[config.mk]
export PLATFORM = sky130hd
export DESIGN_NAME = uart_buffered_byte_channel
export DESIGN_NICKNAME = d
export VERILOG_FILES = /design/src/sv/ubbc_pkg.sv /design/src/sv/uart_buffered_byte_channel.sv /design/src/sv/ubbc_fifo.sv /design/src/sv/ubbc_front.sv /design/src/sv/ubbc_back.sv
export VERILOG_INCLUDE_DIRS = /design/src /design/src/sv
export SDC_FILE = /design/constraint.sdc
export NUM_CORES = 2
export LEC_CHECK = 0
export ABC_CLOCK_PERIOD_IN_PS = 17700
export BUFFER_PORTS_ARGS = -buffer_cell sky130_fd_sc_hd__buf_2
export CAP_MARGIN = 10
export CORE_MARGIN = 4
export CORE_UTILIZATION = 30
export DETAILED_ROUTE_END_ITERATION = 10
export PLACE_DENSITY = 0.4
export SETUP_SLACK_MARGIN = 0.5
export SYNTH_ARGS = -nofsm -noshare
export SYNTH_HDL_FRONTEND = slang
export SYNTH_HIERARCHICAL = 1
export SYNTH_MEMORY_MAX_BITS = 65536
export SYNTH_SLANG_ARGS = --single-unit
[constraint.sdc]
create_clock -name clk -period 17.7 [get_ports clk]
set_input_delay 1.77 -clock clk [delete_from_list [all_inputs] [get_ports clk]]
set_output_delay 1.77 -clock clk [all_outputs]
set_load 0.05 [all_outputs]
[src/sv/uart_buffered_byte_channel_defines.svh]
// ---------------------------------------------------------------------------
// Assertion macros for the buffered byte channel
// Shared helpers; every check is clocked on clk and held off during rst.
// ---------------------------------------------------------------------------
`ifndef UART_BUFFERED_BYTE_CHANNEL_DEFINES_SVH
`define UART_BUFFERED_BYTE_CHANNEL_DEFINES_SVH

// Same-cycle implication.
`define UBBC_ASSERT_NOW(label, ante, cons, msg) \
  label: assert property (@(posedge clk) disable iff (rst) (ante) |-> (cons)) \
    else $error(msg);

// Next-cycle implication.
`define UBBC_ASSERT_NEXT(label, ante, cons, msg) \
  label: assert property (@(posedge clk) disable iff (rst) (ante) |=> (cons)) \
    else $error(msg);

`endif

[src/sv/ubbc_pkg.sv]
`timescale 1ns / 1ps
// ---------------------------------------------------------------------------
// ubbc_pkg
// Types, constants and ring helpers shared by the byte channel modules.
// ---------------------------------------------------------------------------
package ubbc_pkg;

  localparam int RING_DEPTH  = 256;
  localparam int PTR_W       = $clog2(RING_DEPTH);
  localparam int EXT_W       = PTR_W + 1;
  localparam int QUEUE_DEPTH = 2;
  localparam int QPTR_W      = $clog2(QUEUE_DEPTH);
  localparam int QCNT_W      = $clog2(QUEUE_DEPTH + 1);

  localparam logic [7:0] CHAR_BS  = 8'd8;
  localparam logic [7:0] CHAR_LF  = 8'd10;
  localparam logic [7:0] CHAR_CR  = 8'd13;
  localparam logic [7:0] CHAR_SP  = 8'd32;
  localparam logic [7:0] CHAR_DEL = 8'd127;

  typedef enum logic [1:0] {
    CMD_LINE_RX  = 2'd0,
    CMD_LINE_TX  = 2'd1,
    CMD_HOST_PUT = 2'd2,
    CMD_HOST_GET = 2'd3
  } cmd_t;

  typedef enum logic [1:0] {
    STAT_OK      = 2'd0,
    STAT_DROP    = 2'd1,
    STAT_REFUSED = 2'd2,
    STAT_EMPTY   = 2'd3
  } status_t;

  typedef enum logic [1:0] {
    BK_IDLE,
    BK_PUT,
    BK_FIN
  } back_state_t;

  // Classified request: for a put, the expanded bytes in send order.
  typedef struct packed {
    cmd_t            cmd;
    logic [7:0]      data;
    logic [1:0]      need;
    logic [2:0][7:0] bytes;
  } req_t;

  function automatic logic [PTR_W-1:0] ptr_advance(input logic [PTR_W-1:0] p);
    if (p == PTR_W'(RING_DEPTH - 1)) begin
      return '0;
    end
    return p + PTR_W'(1);
  endfunction

  function automatic logic [PTR_W-1:0] ring_fill(input logic [PTR_W-1:0] wr,
                                                 input logic [PTR_W-1:0] rd);
    logic [EXT_W-1:0] sum;
    sum = EXT_W'(wr) + EXT_W'(RING_DEPTH) - EXT_W'(rd);
    if (wr >= rd) begin
      return wr - rd;
    end
    return PTR_W'(sum);
  endfunction

  function automatic logic [7:0] sat8(input logic [PTR_W-1:0] v);
    if (32'(v) > 32'd255) begin
      return 8'd255;
    end
    return 8'(v);
  endfunction

endpackage

[src/sv/uart_buffered_byte_channel.sv]
`timescale 1ns / 1ps
// ---------------------------------------------------------------------------
// uart_buffered_byte_channel
// Receive and transmit byte rings between a serial line and a host.
// ---------------------------------------------------------------------------
// Usage:
//   Request channel (in_valid/in_ready): command + data_byte. Command 0 pushes
//   a line byte into the receive ring, 1 pops a byte for the line (or clears
//   the tx irq enable when empty), 2 is a host put (newline -> CR LF,
//   backspace -> BS SP BS, all or nothing), 3 is a host get (CR -> LF,
//   DEL -> BS).
//   Result channel (out_valid/out_ready): exactly one result per request,
//   in request order, with status, line/host bytes, irq enable and fills.
// Sequencing:
//   The back end handles one request at a time, in states IDLE and FIN; a
//   two- or three-byte put that fits also passes through PUT for its later bytes,
//   set by the single write port of the tx ring store. Requests queue two deep in
//   front of it, so the request side keeps flowing while the back end works.
// Reset:
//   Synchronous rst empties both rings, clears the tx irq enable and drops
//   any queued request or pending result. Store contents need no clearing.
// Stalls:
//   A held result stays in the output register; the back end stops before
//   loading the next one, the queue fills, then in_ready drops.
// ---------------------------------------------------------------------------
module uart_buffered_byte_channel (
  input  logic       clk,
  input  logic       rst,
  input  logic       in_valid,
  output logic       in_ready,
  input  logic [1:0] command,
  input  logic [7:0] data_byte,
  output logic       out_valid,
  input  logic       out_ready,
  output logic [1:0] status,
  output logic       line_valid,
  output logic [7:0] line_byte,
  output logic       host_valid,
  output logic [7:0] host_byte,
  output logic       tx_irq_on,
  output logic [7:0] rx_fill,
  output logic [7:0] tx_fill
);

  // front -> queue
  logic           push_valid;
  logic           push_ready;
  ubbc_pkg::req_t push_req;

  // queue -> back
  logic           head_valid;
  ubbc_pkg::req_t head_req;
  logic           pop;

  ubbc_pkg::status_t back_status;

  ubbc_front u_front (
    .in_valid   (in_valid),
    .in_ready   (in_ready),
    .command    (command),
    .data_byte  (data_byte),
    .push_valid (push_valid),
    .push_ready (push_ready),
    .push_req   (push_req)
  );

  ubbc_fifo u_fifo (
    .clk        (clk),
    .rst        (rst),
    .push_valid (push_valid),
    .push_ready (push_ready),
    .push_req   (push_req),
    .head_valid (head_valid),
    .head_req   (head_req),
    .pop        (pop)
  );

  ubbc_back u_back (
    .clk            (clk),
    .rst            (rst),
    .head_valid     (head_valid),
    .head_req       (head_req),
    .pop            (pop),
    .out_valid      (out_valid),
    .out_ready      (out_ready),
    .out_status     (back_status),
    .out_line_valid (line_valid),
    .out_line_byte  (line_byte),
    .out_host_valid (host_valid),
    .out_host_byte  (host_byte),
    .out_tx_irq_on  (tx_irq_on),
    .out_rx_fill    (rx_fill),
    .out_tx_fill    (tx_fill)
  );

  assign status = 2'(back_status);

endmodule

[src/sv/ubbc_fifo.sv]
`timescale 1ns / 1ps
// ---------------------------------------------------------------------------
// ubbc_fifo
// Short request queue between the front classifier and the back end.
// ---------------------------------------------------------------------------
module ubbc_fifo (
  input  logic          clk,
  input  logic          rst,
  input  logic          push_valid,
  output logic          push_ready,
  input  ubbc_pkg::req_t push_req,
  output logic          head_valid,
  output ubbc_pkg::req_t head_req,
  input  logic          pop
);

  ubbc_pkg::req_t                  entries [ubbc_pkg::QUEUE_DEPTH];
  logic [ubbc_pkg::QPTR_W-1:0]     wr_ptr;
  logic [ubbc_pkg::QPTR_W-1:0]     rd_ptr;
  logic [ubbc_pkg::QCNT_W-1:0]     count;
  logic                            do_push;
  logic                            do_pop;

  assign push_ready = (count != ubbc_pkg::QCNT_W'(ubbc_pkg::QUEUE_DEPTH));
  assign head_valid = (count != '0);
  assign head_req   = entries[rd_ptr];
  assign do_push    = push_valid && push_ready;
  assign do_pop     = pop && head_valid;

  function automatic logic [ubbc_pkg::QPTR_W-1:0] qnext(
      input logic [ubbc_pkg::QPTR_W-1:0] p);
    if (p == ubbc_pkg::QPTR_W'(ubbc_pkg::QUEUE_DEPTH - 1)) begin
      return '0;
    end
    return p + ubbc_pkg::QPTR_W'(1);
  endfunction

  always_ff @(posedge clk) begin
    if (do_push) begin
      entries[wr_ptr] <= push_req;
    end
  end

  always_ff @(posedge clk) begin
    if (rst) begin
      wr_ptr <= '0;
      rd_ptr <= '0;
      count  <= '0;
    end else begin
      if (do_push) begin
        wr_ptr <= qnext(wr_ptr);
      end
      if (do_pop) begin
        rd_ptr <= qnext(rd_ptr);
      end
      if (do_push && !do_pop) begin
        count <= count + ubbc_pkg::QCNT_W'(1);
      end else if (do_pop && !do_push) begin
        count <= count - ubbc_pkg::QCNT_W'(1);
      end
    end
  end

endmodule

[src/sv/ubbc_front.sv]
`timescale 1ns / 1ps
// ---------------------------------------------------------------------------
// ubbc_front
// Accepts requests and classifies them; expands newline and backspace puts.
// ---------------------------------------------------------------------------
module ubbc_front (
  input  logic           in_valid,
  output logic           in_ready,
  input  logic [1:0]     command,
  input  logic [7:0]     data_byte,
  output logic           push_valid,
  input  logic           push_ready,
  output ubbc_pkg::req_t push_req
);

  assign in_ready   = push_ready;
  assign push_valid = in_valid;

  always_comb begin
    push_req.cmd  = ubbc_pkg::cmd_t'(command);
    push_req.data = data_byte;
    push_req.need = 2'd1;
    push_req.bytes[0] = data_byte;
    push_req.bytes[1] = data_byte;
    push_req.bytes[2] = data_byte;
    if (data_byte == ubbc_pkg::CHAR_LF) begin
      // newline goes out as CR LF
      push_req.need     = 2'd2;
      push_req.bytes[0] = ubbc_pkg::CHAR_CR;
      push_req.bytes[1] = ubbc_pkg::CHAR_LF;
    end else if (data_byte == ubbc_pkg::CHAR_BS) begin
      // backspace rubs out: BS, space, BS
      push_req.need     = 2'd3;
      push_req.bytes[0] = ubbc_pkg::CHAR_BS;
      push_req.bytes[1] = ubbc_pkg::CHAR_SP;
      push_req.bytes[2] = ubbc_pkg::CHAR_BS;
    end
  end

endmodule

[src/sv/ubbc_back.sv]
`timescale 1ns / 1ps
// ---------------------------------------------------------------------------
// ubbc_back
// Ring stores, pointers and sequencer that carry out one request at a time.
// ---------------------------------------------------------------------------
`include "uart_buffered_byte_channel_defines.svh"

module ubbc_back (
  input  logic                clk,
  input  logic                rst,
  input  logic                head_valid,
  input  ubbc_pkg::req_t      head_req,
  output logic                pop,
  output logic                out_valid,
  input  logic                out_ready,
  output ubbc_pkg::status_t   out_status,
  output logic                out_line_valid,
  output logic [7:0]          out_line_byte,
  output logic                out_host_valid,
  output logic [7:0]          out_host_byte,
  output logic                out_tx_irq_on,
  output logic [7:0]          out_rx_fill,
  output logic [7:0]          out_tx_fill
);

  logic [7:0] rx_store [ubbc_pkg::RING_DEPTH];
  logic [7:0] tx_store [ubbc_pkg::RING_DEPTH];

  ubbc_pkg::back_state_t state, state_next;

  logic [ubbc_pkg::PTR_W-1:0] rx_wp, rx_wp_next, rx_rp, rx_rp_next;
  logic [ubbc_pkg::PTR_W-1:0] tx_wp, tx_wp_next, tx_rp, tx_rp_next;
  logic                       tx_en, tx_en_next;
  ubbc_pkg::status_t          cur_status, cur_status_next;
  logic                       cur_lv, cur_lv_next;
  logic                       cur_hv, cur_hv_next;
  logic [1:0]                 put_idx, put_idx_next;

  logic       rx_we, rx_re, tx_we, tx_re;
  logic [7:0] tx_wdata;
  logic [7:0] rx_rdata, tx_rdata;
  logic [7:0] host_xlat;

  logic                       rx_full, rx_empty, tx_empty;
  logic [ubbc_pkg::PTR_W-1:0] tx_room;
  logic                       put_fits, put_last, load;

  assign rx_full  = (ubbc_pkg::ptr_advance(rx_wp) == rx_rp);
  assign rx_empty = (rx_wp == rx_rp);
  assign tx_empty = (tx_wp == tx_rp);
  assign tx_room  = ubbc_pkg::PTR_W'(ubbc_pkg::RING_DEPTH - 1)
                    - ubbc_pkg::ring_fill(tx_wp, tx_rp);
  assign put_fits = (ubbc_pkg::PTR_W'(head_req.need) <= tx_room);
  assign put_last = (put_idx == head_req.need - 2'd1);
  assign load     = (state == ubbc_pkg::BK_FIN) && (!out_valid || out_ready);
  assign pop      = load;

  // CR reads as LF, DEL reads as BS
  always_comb begin
    host_xlat = rx_rdata;
    if (rx_rdata == ubbc_pkg::CHAR_CR) begin
      host_xlat = ubbc_pkg::CHAR_LF;
    end else if (rx_rdata == ubbc_pkg::CHAR_DEL) begin
      host_xlat = ubbc_pkg::CHAR_BS;
    end
  end

  // next state
  always_comb begin
    state_next = state;
    unique case (state)
      ubbc_pkg::BK_IDLE: begin
        if (head_valid) begin
          if (head_req.cmd == ubbc_pkg::CMD_HOST_PUT && put_fits &&
              head_req.need != 2'd1) begin
            state_next = ubbc_pkg::BK_PUT;
          end else begin
            state_next = ubbc_pkg::BK_FIN;
          end
        end
      end
      ubbc_pkg::BK_PUT: begin
        if (put_last) begin
          state_next = ubbc_pkg::BK_FIN;
        end
      end
      ubbc_pkg::BK_FIN: begin
        if (load) begin
          state_next = ubbc_pkg::BK_IDLE;
        end
      end
      default: state_next = ubbc_pkg::BK_IDLE;
    endcase
  end

  // datapath control
  always_comb begin
    rx_wp_next      = rx_wp;
    rx_rp_next      = rx_rp;
    tx_wp_next      = tx_wp;
    tx_rp_next      = tx_rp;
    tx_en_next      = tx_en;
    cur_status_next = cur_status;
    cur_lv_next     = cur_lv;
    cur_hv_next     = cur_hv;
    put_idx_next    = put_idx;
    rx_we           = 1'b0;
    rx_re           = 1'b0;
    tx_we           = 1'b0;
    tx_re           = 1'b0;
    tx_wdata        = head_req.bytes[put_idx];
    unique case (state)
      ubbc_pkg::BK_IDLE: begin
        cur_status_next = ubbc_pkg::STAT_OK;
        cur_lv_next     = 1'b0;
        cur_hv_next     = 1'b0;
        put_idx_next    = 2'd0;
        if (head_valid) begin
          unique case (head_req.cmd)
            ubbc_pkg::CMD_LINE_RX: begin
              if (rx_full) begin
                cur_status_next = ubbc_pkg::STAT_DROP;
              end else begin
                rx_we      = 1'b1;
                rx_wp_next = ubbc_pkg::ptr_advance(rx_wp);
              end
            end
            ubbc_pkg::CMD_LINE_TX: begin
              if (tx_empty) begin
                tx_en_next = 1'b0;
              end else begin
                tx_re       = 1'b1;
                tx_rp_next  = ubbc_pkg::ptr_advance(tx_rp);
                cur_lv_next = 1'b1;
              end
            end
            ubbc_pkg::CMD_HOST_PUT: begin
              if (!put_fits) begin
                cur_status_next = ubbc_pkg::STAT_REFUSED;
              end else begin
                tx_we        = 1'b1;
                tx_wdata     = head_req.bytes[0];
                tx_wp_next   = ubbc_pkg::ptr_advance(tx_wp);
                put_idx_next = 2'd1;
                if (head_req.need == 2'd1) begin
                  tx_en_next = 1'b1;
                end
              end
            end
            ubbc_pkg::CMD_HOST_GET: begin
              if (rx_empty) begin
                cur_status_next = ubbc_pkg::STAT_EMPTY;
              end else begin
                rx_re       = 1'b1;
                rx_rp_next  = ubbc_pkg::ptr_advance(rx_rp);
                cur_hv_next = 1'b1;
              end
            end
            default: ;
          endcase
        end
      end
      ubbc_pkg::BK_PUT: begin
        tx_we        = 1'b1;
        tx_wp_next   = ubbc_pkg::ptr_advance(tx_wp);
        put_idx_next = put_idx + 2'd1;
        if (put_last) begin
          tx_en_next = 1'b1;
        end
      end
      ubbc_pkg::BK_FIN: ;
      default: ;
    endcase
  end

  // ring stores, one port each, registered read
  always_ff @(posedge clk) begin
    if (rx_we) begin
      rx_store[rx_wp] <= head_req.data;
    end
    if (rx_re) begin
      rx_rdata <= rx_store[rx_rp];
    end
  end

  always_ff @(posedge clk) begin
    if (tx_we) begin
      tx_store[tx_wp] <= tx_wdata;
    end
    if (tx_re) begin
      tx_rdata <= tx_store[tx_rp];
    end
  end

  always_ff @(posedge clk) begin
    if (rst) begin
      state      <= ubbc_pkg::BK_IDLE;
      rx_wp      <= '0;
      rx_rp      <= '0;
      tx_wp      <= '0;
      tx_rp      <= '0;
      tx_en      <= 1'b0;
      cur_status <= ubbc_pkg::STAT_OK;
      cur_lv     <= 1'b0;
      cur_hv     <= 1'b0;
      put_idx    <= 2'd0;
      out_valid  <= 1'b0;
    end else begin
      state      <= state_next;
      rx_wp      <= rx_wp_next;
      rx_rp      <= rx_rp_next;
      tx_wp      <= tx_wp_next;
      tx_rp      <= tx_rp_next;
      tx_en      <= tx_en_next;
      cur_status <= cur_status_next;
      cur_lv     <= cur_lv_next;
      cur_hv     <= cur_hv_next;
      put_idx    <= put_idx_next;
      if (load) begin
        out_valid <= 1'b1;
      end else if (out_ready) begin
        out_valid <= 1'b0;
      end
    end
  end

  // result register
  always_ff @(posedge clk) begin
    if (load) begin
      out_status     <= cur_status;
      out_line_valid <= cur_lv;
      out_line_byte  <= cur_lv ? tx_rdata : 8'd0;
      out_host_valid <= cur_hv;
      out_host_byte  <= cur_hv ? host_xlat : 8'd0;
      out_tx_irq_on  <= tx_en;
      out_rx_fill    <= ubbc_pkg::sat8(ubbc_pkg::ring_fill(rx_wp, rx_rp));
      out_tx_fill    <= ubbc_pkg::sat8(ubbc_pkg::ring_fill(tx_wp, tx_rp));
    end
  end

  `UBBC_ASSERT_NOW(a_rx_no_overrun, rx_we, ubbc_pkg::ptr_advance(rx_wp) != rx_rp, "rx ring overrun")
  `UBBC_ASSERT_NOW(a_tx_no_overrun, tx_we, ubbc_pkg::ptr_advance(tx_wp) != tx_rp, "tx ring overrun")
  `UBBC_ASSERT_NOW(a_put_cmd, state == ubbc_pkg::BK_PUT, head_valid && head_req.cmd == ubbc_pkg::CMD_HOST_PUT, "put burst without put request")
  `UBBC_ASSERT_NOW(a_put_idx, state == ubbc_pkg::BK_PUT, put_idx < head_req.need, "put index past expansion")
  `UBBC_ASSERT_NEXT(a_put_sets_irq, (state == ubbc_pkg::BK_PUT) && put_last, tx_en, "put did not enable tx irq")

endmodule
==> metrics.md <==
| Metric | Value |
|---|---|
| Run status | `complete, no violations` |
| Hold Violations, Final | `0` |
| Share of post-route cells with drive strength above 1 | `25.0%` |
| Crit. End Element | `flop` |
| Die Ht | `between 700 and 800 µm` |
| Gpl congestion | `~0.8` |
| Max Cap Viol | `0` |
| Worst-Margin Slew | `1330 ps` |
| First-pass DRT Iterations | `5` |
| Cell taking the most area after synthesis | `edfxtp_1` |
| Fin. max-slew vios | `0` |
| Critical path arrival | `7250 ps` |
| Ys async rst share | `0%` |
| Final TNS setup | `0 ps` |
| Synth Area per Inst | `around 20 µm²` |
| Root Driver | `clkbuf_16` |
| Synth top cells by count | `4221 x edfxtp_1, 920 x mux4_2, 407 x nor2_1` |
| Register area share after synthesis | `between 70% and 80%` |
| Minimum clock period | `6590 ps` |
| CP max FO | `92` |
| DR vias/cell | `5.16` |
| Commonest register cell after synthesis | `edfxtp_1` |
| CTS hold repair buffers | `0` |
| Area grow syn2layout | `15.3%` |
| Final setup fails | `0` |
| #FFs+latches synth | `approximately 4300` |
| WHS | `between 400 and 500 ps` |
| Synth cell types | `about 90` |
| Die X | `~760 µm` |
| RSZ-0062 raised after global routing | `no` |
| Maximum vdd ir drop | `between 0.08 and 0.09 mV` |
| Clock Tree Buf Depth | `4` |
| Largest registers | `u_back/rx_store: 2048 flops, u_back/tx_store: 2048 flops, u_fifo/entries: 72 flops` |
| Synthesized cell area | `approximately 0.17 mm²` |
| Vias | `about 85000` |
| FP Rows | `roughly 270` |
| DP Wirelength | `roughly 330000 µm` |
| DRC | `0` |
| Post-CTS Resized | `0` |
| Post-route core utilization | `roughly a third` |
| Largest net degree at the start of global routing | `200` |
| Clock Latency Late Sink | `between 1000 and 1500 ps` |
| Die Footprint | `0.570 mm²` |
| Power Density | `between 100 and 150 mW/mm²` |
| Fmax | `approximately 0.15 GHz` |
| Total Routing Usage GR | `between 10% and 20%` |
| Largest cells by area after synthesis | `edfxtp_1 76%, mux4_2 12%, mux2i_1 1.9%, nor2_1 0.91%, a22oi_1 0.71%` |
| Ports | `between 50 and 60` |
| Vias in the first global route | `87700` |
| Post-Layout Cell Count | `roughly 16000` |
| Starting Density | `a little under a third` |
| DRT iter0 DRCs | `a little under 8000` |
| # placed instances | `15600` |
| Hold depth | `0` |
| Synth top area share | `~76%` |
| Leak Pwr | `between 50 and 60 nW` |
| Port Buf Inserts | `52` |
| Startpoint types | `flop` |
| Initial antenna violation count | `31` |
| H-tree depth | `5` |
| Hold crit path type | `reg -> reg` |
| Relative slew slack | `a little over a tenth` |
| Routed wire per std cell | `~33 µm` |
| Inserted Clock Buffers | `approximately 460` |
| YS warnings | `6` |
| Required time of the critical path | `about 18000 ps` |
| Core region area | `around 0.56 mm²` |
| Count leader, synth | `edfxtp_1` |
| GR Overflow Total | `0` |
| First-pass GRT wire length | `742000 µm` |
| Detailed Route WL | `~540000 µm` |
| TritonCTS clock tree | `yes` |
| Detail Route Antenna Nets | `0` |
| Post-synth EDFFs | `4221` |
| Reg clk slew, reported paths | `roughly 60 ps` |
| Final period util | `a little under two fifths` |
| Cells after Synth | `around 8000` |
| Setup Buffers After CTS | `0` |
| Fin Clk Skew | `roughly 50 ps` |
| Post-synth net total | `between 8000 and 9000` |
| Final nets | `approximately 8700` |
| Worst R2R Path Depth | `12` |
| Critical path class | `reg -> reg` |
| Clock sink count | `about 4300` |
-- path summary, 6_finish.rpt --
check	from	endpoint	slack [ps]
setup / recovery	u_back/tx_rp[0]	u_back/tx_store[136][0]	11110
hold / removal	u_back/cur_status[1]	u_back/out_status[1]	450
setup reg to reg	u_back/tx_rp[0]	u_back/tx_store[136][0]	11110
hold reg to reg	u_back/cur_status[1]	u_back/out_status[1]	450
-- where the power goes --
group	switching, W	total (W)	internal, W	leakage, nW
Sequential	0.0000487	0.0123	0.0122	38.4
Clock	0.00402	0.00934	0.00532	7.05
Combinational	0.00170	0.00201	0.000310	12.0
Total	0.00576	0.0236	0.0179	57.4
-- cell families after synthesis --
group                    count (synthesis)  synth area share (%)
multiplexers                          1295                  14.7
adder cells (fa/ha/maj)                 36                 0.278
buffers and inverters                  590                  1.85
AND/OR/NAND/NOR                       1162                  3.25
AO/OA/AOI/OAI                          838                  3.52
XOR/XNOR                                34                 0.178
flip-flops                            4268                  76.3
-- routing by layer --
metal,track usage [%],share of wire (%),up-vias
li1,-,-,35200
met1,24.2,42,46700
met2,31.9,50,2544
met3,2.95,5.3,668
met4,4.83,2.7,12
met5,0,0.015,-
-- layout make-up --
| type | instances | area [µm²] |
|---|---|---|
| multi-input combinational | 3365 | 37400 |
| fill | 51900 | 363000 |
| sequential | 4268 | 128000 |
| timing repair buffer | 500 | 3800 |
| tap | 7452 | 9320 |
| antenna | 17 | 42.5 |
| clock inverter | 272 | 2380 |
| inverter | 41 | 163 |
| clock buffer | 572 | 12100 |
-- worst max-delay path, stage by stage, from the launching register on --
cell       delay (ps)
dfxtp_4           600
ha_1              270
inv_1              60
fa_1              410
a211oi_1          410
nor2_1            160
a2111oi_0         540
and4_1            360
a211o_1           470
nand3_1           220
nand3_4           710
buf_4             780
buf_4             910
-- per-stage QoR --
| stage | instance area, µm² | total power [W] | worst slack [ps] |
|---|---|---|---|
| final | 193000 | 0.0236 | 11110 |
| after floorplan | 167000 | 0.0138 | 9390 |
| after global placement | 178000 | 0.0145 | 11050 |
| after detailed placement | 178000 | 0.0146 | 11040 |
| after CTS | 193000 | 0.0239 | 11040 |
| after global routing | 193000 | 0.0245 | 10530 |
-- placed cells by master (no fill, tap or decap), types with 16 or more instances in the layout --
cell type	n
mux2i_1	325
buf_2	55
a31oi_1	16
a21oi_1	146
clkinv_1	111
xnor2_1	23
o221ai_1	35
diode_2	17
nor2b_1	23
o21ai_0	107
nand2_1	209
and2_1	37
a22oi_1	158
buf_4	426
nor4_1	30
mux4_2	920
nor4_2	49
nand3_1	87
a22o_1	34
o211ai_1	18
bufinv_16	34
clkinvlp_4	19
clkbuf_1	103
a221oi_1	67
dfxtp_1	31
clkbuf_16	467
a211oi_1	56
o22ai_1	71
edfxtp_1	4221
nor3_1	188
nor2_1	396
mux2_2	42
ha_1	34
inv_1	31
clkinv_2	91
Power figures use the tool's default switching activity.
